[config.mk]
export PLATFORM = sky130hd
export DESIGN_NAME = swtm_div
export DESIGN_NICKNAME = d
export VERILOG_FILES = /design/src/rtl/swtm_pkg.sv /design/src/rtl/swtm_div.sv
export SDC_FILE = /design/constraint.sdc
export NUM_CORES = 1
export LEC_CHECK = 0
export BUFFER_PORTS_ARGS = -buffer_cell sky130_fd_sc_hd__buf_2
export CAP_MARGIN = 5
export CORE_MARGIN = 4
export CORE_UTILIZATION = 50
export CTS_CLUSTER_SIZE = 16
export DETAILED_ROUTE_END_ITERATION = 6
export PLACE_DENSITY = 0.73
export SYNTH_ARGS = -nofsm -noshare
export SYNTH_HDL_FRONTEND = slang
export SYNTH_SLANG_ARGS = --single-unit
[constraint.sdc]
create_clock -name clk -period 3.4 [get_ports clk]
set_input_delay 0.68 -clock clk [delete_from_list [all_inputs] [get_ports clk]]
set_output_delay 0.68 -clock clk [all_outputs]
set_load 0.02 [all_outputs]
[src/rtl/swtm_pkg.sv]
// Shared widths, constants and register indexes of the sliding-window throughput meter.
// Used by swtm_div, sliding_window_throughput_meter and the test bench files; depends on nothing.
package swtm_pkg;

	localparam int DEPTH_DEF = 1024;

	localparam int SEC_W  = 32;
	localparam int NSEC_W = 30;
	localparam int LEN_W  = 16;
	localparam int TIME_W = 62;
	localparam int RATE_W = 33;
	localparam int SUM_W  = 26;
	localparam int ENT_W  = 11;
	localparam int SPAN_W = 32;
	localparam int MINI_W = 30;
	localparam int CFG_W  = 32;
	localparam int PROD_W = SUM_W + NSEC_W;
	localparam int QHI_W  = PROD_W - RATE_W;
	localparam int DCNT_W = $clog2(RATE_W + 1);

	localparam int IN_W  = ((SEC_W + NSEC_W + LEN_W + 7) / 8) * 8;
	localparam int OUT_W = ((RATE_W + SUM_W + ENT_W + 7) / 8) * 8;

	localparam logic [NSEC_W-1:0] ONE_SEC_NS = 30'd1000000000;

	localparam logic [SPAN_W-1:0] SPAN_RST = 32'd1000000000;
	localparam logic [MINI_W-1:0] MINI_RST = 30'd10000000;

	localparam logic REG_WINDOW_SPAN  = 1'b0;
	localparam logic REG_MIN_INTERVAL = 1'b1;

endpackage

[src/rtl/swtm_div.sv]
// Bit-serial restoring divider, one quotient bit per cycle, saturating at RATE_W bits.
// Depends on swtm_pkg.
module swtm_div
	import swtm_pkg::*;
(
	input  logic                clk,
	input  logic                arst_n,
	input  logic                start,
	input  logic [PROD_W-1:0]   dividend,
	input  logic [TIME_W-1:0]   divisor,
	output logic                done,
	output logic [RATE_W-1:0]   quotient
);

	logic                running_q;
	logic                done_q;
	logic [DCNT_W-1:0]   cnt_q;
	logic [PROD_W-1:0]   rem_q;
	logic [RATE_W-1:0]   dq_q;
	logic [TIME_W-1:0]   dvs_q;
	logic [PROD_W:0]     trial;
	logic                take;
	logic                sat;

	assign trial = {rem_q, dq_q[RATE_W-1]};
	assign take  = TIME_W'(trial) >= dvs_q;
	assign sat   = TIME_W'(dividend[PROD_W-1:RATE_W]) >= divisor;

	always_ff @(posedge clk or negedge arst_n) begin
		if (!arst_n) begin
			running_q <= 1'b0;
			done_q    <= 1'b0;
			cnt_q     <= '0;
			rem_q     <= '0;
			dq_q      <= '0;
			dvs_q     <= '0;
		end else begin
			done_q <= start ? sat : (running_q && cnt_q == DCNT_W'(1));
			if (start) begin
				dvs_q <= divisor;
				if (sat) begin
					dq_q <= '1;
				end else begin
					rem_q     <= PROD_W'(dividend[PROD_W-1:RATE_W]);
					dq_q      <= dividend[RATE_W-1:0];
					cnt_q     <= DCNT_W'(RATE_W);
					running_q <= 1'b1;
				end
			end else if (running_q) begin
				if (take) begin
					rem_q <= PROD_W'(TIME_W'(trial) - dvs_q);
				end else begin
					rem_q <= trial[PROD_W-1:0];
				end
				dq_q  <= {dq_q[RATE_W-2:0], take};
				cnt_q <= cnt_q - 1'b1;
				if (cnt_q == DCNT_W'(1)) begin
					running_q <= 1'b0;
				end
			end
		end
	end

	assign done     = done_q;
	assign quotient = dq_q;

	a_rem_below_divisor: assert property (@(posedge clk) disable iff (!arst_n)
		running_q |-> TIME_W'(rem_q) < dvs_q)
		else $error("divider remainder not below divisor");

	a_done_ends_run: assert property (@(posedge clk) disable iff (!arst_n)
		done_q |-> !running_q)
		else $error("divider done while still running");

	a_no_start_while_busy: assert property (@(posedge clk) disable iff (!arst_n)
		running_q |-> !start)
		else $error("divider restarted while busy");

endmodule

Word-level counts from Yosys, hierarchy flattened
Cells that the tools add are included.

storage, ports and cells
  flip-flop bits (word level) = 159
  word-level logic and storage cells = 30
  bits of input ports = 121

cells by class
  order comparisons = 2
  reductions and logical operators = 3
  multiplexer cells = 15
  equality and inequality tests = 2
  $add $sub $neg = 2

operators with widths
  cell                                               number
  2-to-1 mux 56 bit                                  4
  2-to-1 mux 33 bit                                  3
  greater-or-equal comparator 23 x 62 -> 1 bit       1
  greater-or-equal comparator 57 x 62 -> 1 bit       1
  subtractor 56 bit                                  1
  2-to-1 mux 6 bit                                   3
  == test 6 x 1 -> 1 bit (second input constant)     1
  subtractor 6 x 1 -> 6 bit (second input constant)  1
  2-to-1 mux 1 bit                                   5
  inequality test 2 bit (second input constant)      1
  AND reduction 2 bit                                1
  nonzero test 2 bit                                 1
  logical AND 1 bit                                  1

Logic depth before layout (Yosys ltp)
  depth in word-level cells = 4
  depth in mapped cells = 16
  gate-level depth less buffers = 14

Worst setup path after synthesis
No wires, ideal clock.

  path kind = flip-flop to flip-flop
  start point = reg dq_q[32] (netlist: quotient[32])
  end point = reg rem_q[42]
  cell stages (with the launch flop) = 15
  library setup time = 0.083 ns
  setup slack = 0.036 ns
  arrival = 3.281 ns
  path through = dfrtp_1 -> inv_1 -> ha_1 -> inv_1 -> fa_1 -> a21o_1 -> a221oi_1 -> nor3_1 -> o21ai_1 -> a2111oi_0 -> or4b_1 -> a21boi_1 -> o21bai_1 -> xnor2_1 -> o21ai_0

on the way
  cells in the longest elaborated chain, start to end = 4

RTL lines
  item                                                                                      RTL line                        source
  start, declared                                                                           swtm_div.sv:19                  logic [RATE_W-1:0] dq_q;
  start signal, assigned                                                                    swtm_div.sv:45                  dq_q <= dividend[RATE_W-1:0];
  start signal, assigned                                                                    swtm_div.sv:55                  dq_q <= {dq_q[RATE_W-2:0], take};
  subtractor 56 bit / greater-or-equal comparator 57 x 62 -> 1 bit (equally long branches)  swtm_div.sv:51, swtm_div.sv:26
  2-to-1 mux 56 bit (*)                                                                     swtm_div.sv:50                  if (take) begin
  2-to-1 mux 56 bit (*)                                                                     swtm_div.sv:49                  end else if (running_q) begin
  2-to-1 mux 56 bit (*)                                                                     swtm_div.sv:39                  if (start) begin
  end signal, assigned                                                                      swtm_div.sv:44                  rem_q <= PROD_W'(dividend[PROD_W-1:RATE_W]);
  end signal, assigned                                                                      swtm_div.sv:51                  rem_q <= PROD_W'(TIME_W'(trial) - dvs_q);
  end signal, assigned                                                                      swtm_div.sv:53                  rem_q <= trial[PROD_W-1:0];
  end, declared                                                                             swtm_div.sv:18                  logic [PROD_W-1:0] rem_q;

Every way passes the cells marked *; elsewhere a longest branch is shown, timed or not. The select of a mux whose other input is x is not followed.
A chain may end at the register's enable or synchronous reset.

Final worst setup path
  start point = reg rem_q[3]
  end point = reg rem_q[53]

on the way
  cells in the longest elaborated chain, start to end = 4

RTL lines
  item                                                                                      RTL line
  subtractor 56 bit / greater-or-equal comparator 57 x 62 -> 1 bit (equally long branches)  swtm_div.sv:51, swtm_div.sv:26
  2-to-1 mux 56 bit (*)                                                                     swtm_div.sv:50
  2-to-1 mux 56 bit (*)                                                                     swtm_div.sv:49
  2-to-1 mux 56 bit (*)                                                                     swtm_div.sv:39

Marks and branches as above.

==> impl_metrics.toml <==
[timing]
setup_viol = 0
worst_pin_slew_ns = 0.694
relSlewSlack_pct = 53.7
finalHoldViolations = 0
min_period_over_period_pct = 97.1
finClkSkew_ns = 0.0115
max_freq_mhz = 303
setup_ws_ns = 0.0991
fin_crit_ns = 3.30
maxSlewViolCount = 0

[status]
status = "finished with violations"
violations = "DRC"

[routing]
met1_length_um = 13300
detail_route.vias_per_cell = 5.80
drt_iter0_drc = 610
drc = 4
dr.pass1.iters = 7
highest_layer = "met4"
dr_wl_met3_um = 1490
wl_met2_um = 14600
ant_nets = 0
route.vias.total = 9955
wl_um = 30400
routedWlPerCell_um = 17.7

[clock_network]
htreeDepth = 4
cts_buffers = 17
cts.sinks = 159
clk_pin_slew_ns = 0.07
cts_tree = "done"
cts-root-buf = "clkbuf_16"
clockBufferDepth = 2
clk_latency_ns = 0.44

[final_layout]
synthToLayoutAreaGrowth_pct = 18.4
antennaDiodeCount = 0
layout-drive-gt1-share_pct = 19.3
final_nets = 1626

[power]
ir_drop_mv = 0.338
clockPowerShare_pct = 34.8
p_sw_w = 0.00200
seqPwrFrac_pct = 36.8
pwr_density_cell_mw_per_mm2 = 449
power.total_w = 0.00586
power_frac_comb_pct = 28.4
power_leakage_nw = 6.49
p_sw_share_pct = 34.1
p_int_w = 0.00386

[global_routing]
grt_max_degree = 75
overflow = 0
grt_first_pass_wirelength_um = 48600
antenna_found_initial = 0
first_global_vias = 9568
track_usage_pct = 24.5

[yosys]
ys_seq_elements = 159
synth_warnings = 0
synthArstFlopShare_pct = 100
synth_nets = 1473
syn_inst = 1269
synth-edff-count = 0
ys_types = 70
yosysSeqAreaShare_pct = 36.1
synth_area_mm2 = 0.0110
ys.flop_type = "dfrtp_1"
avgSynthCellArea_um2 = 8.68

[floorplan]
start_util_pct = 50.6
dieArea_mm2 = 0.0245
die_h_um = 156
die_w_um = 156
core_area_mm2 = 0.0218
io_pins = 155
rows = 54

[hold_path]
worstHoldPathType = "in -> async"

[placed_design]
place.gp.congestion = 0.969
io_buffers = 154
dp_hpwl_um = 22700
pre_cts_slack_ns = -0.0615

[worst_setup_path]
arrival_ns = 3.63
required_ns = 3.72
crit_path_start_kind = "register"
cp_max_fo = 6
critPathCaptureType = "register"
path_class = "reg -> reg"

[flow_run]
drv_cap = 0
critical path, stage by stage (launching register included):
cell and delay [ns]:
dfrtp_1 0.40, ha_1 0.40, a21o_1 0.24, a31o_2 0.16, o21ai_2 0.10, o221ai_2 0.24
a31oi_1 0.15, o31a_1 0.35, o41a_4 0.52, o41ai_4 0.37, xnor2_1 0.16, o21ai_1 0.08
metal layers:
metal	track usage, %	up-vias
met2	40.0	274
met5	0	-
li1	-	4824
met3	3.65	52
met4	8.51	0
met1	33.3	4805
flip-flops by register name (all words and copies together), names as in the netlist:
name       flops
cnt_q          6
done           1
dvs_q         62
quotient      33
rem_q         56
running_q      1
Yosys cell counts (32+ instances only):
master	instances	area [um2]
inv_1	102	383
nand2_1	137	514
dfrtp_1	159	3980
o21ai_0	113	566
a21oi_1	111	556
nor2_1	45	169
ha_1	82	1030
nor3b_1	32	240
xnor2_1	35	307
a21o_1	45	338
mux2i_1	72	721
clkbuf_1	65	244
area by class of cell:
cell class              count  area (um2)
inverters                 103         387
clock buffers              17         425
fillers                  1882        8710
multi-input cells         934        6440
well taps                 280         350
clock inverters            15         193
flip-flops and latches    159        3980
repair buffers            207        1260
cells in the final DEF (no fill, tap or decap), types with 18 or more instances in the layout:
| master | count |
|---|---|
| o21ai_1 | 25 |
| nor3b_1 | 32 |
| buf_4 | 47 |
| ha_1 | 80 |
| xnor2_1 | 35 |
| a21oi_1 | 111 |
| nand4_1 | 27 |
| dfrtp_1 | 158 |
| inv_1 | 101 |
| a21o_1 | 45 |
| buf_2 | 152 |
| nor2_1 | 44 |
| nand2_1 | 137 |
| a22oi_1 | 18 |
| xor2_1 | 23 |
| o21ai_0 | 111 |
| mux2i_1 | 72 |
timing repair:
item | CTS | global route
gates cloned | 0 | 0
gates resized for setup | 2 | 16
setup buffers | 0 | 3
setup endpoints to repair | 43 | 57
pin swaps | 0 | 9
hold buffers | 0 | 0
stage by stage:
stage	utilization (%)	hold slack [ns]	setup TNS, ns	instances	instance area [um2]
floorplan	-	0.384	0	1269	11000
global placement	56.7	0.483	0	1680	12300
detailed placement	56.7	0.492	-0.429	1680	12300
CTS	59.6	0.218	0	1712	13000
global route	60.0	0.241	-0.0532	1715	13000
finish	60.0	0.201	0	1715	13000
final timing paths:
check,from,to,slack [ns],depth (start not counted)
worst min register to register,dvs_q[59],dvs_q[59],0.50,1
min in group clk,divisor[7],dvs_q[7],0.46,3
worst max-delay path,rem_q[3],rem_q[53],0.1,11
max in group asynchronous,arst_n,cnt_q[0],2.37,2
worst max register to register,rem_q[3],rem_q[53],0.1,11
worst min-delay path,arst_n,dvs_q[42],0.20,1
power by group through the flow:
stage                     Combinational [W]  Clock, W  Sequential [W]
after floorplan                     0.00103         0         0.00222
after global placement              0.00159         0         0.00218
after detailed placement            0.00161         0         0.00219
after CTS                           0.00163   0.00207         0.00215
after global routing                0.00185   0.00214         0.00218
final                               0.00167   0.00204         0.00216
cells by family after synthesis:
logic type	share of synthesized area [%]
AO/OA/AOI/OAI	22.5
XOR/XNOR	4.61
multiplexers	7.26
buffers and inverters	6.16
flip-flops	36.1
AND/OR/NAND/NOR	13.9
adder cells (fa/ha/maj)	9.49
(Power assumes the default switching activity.)
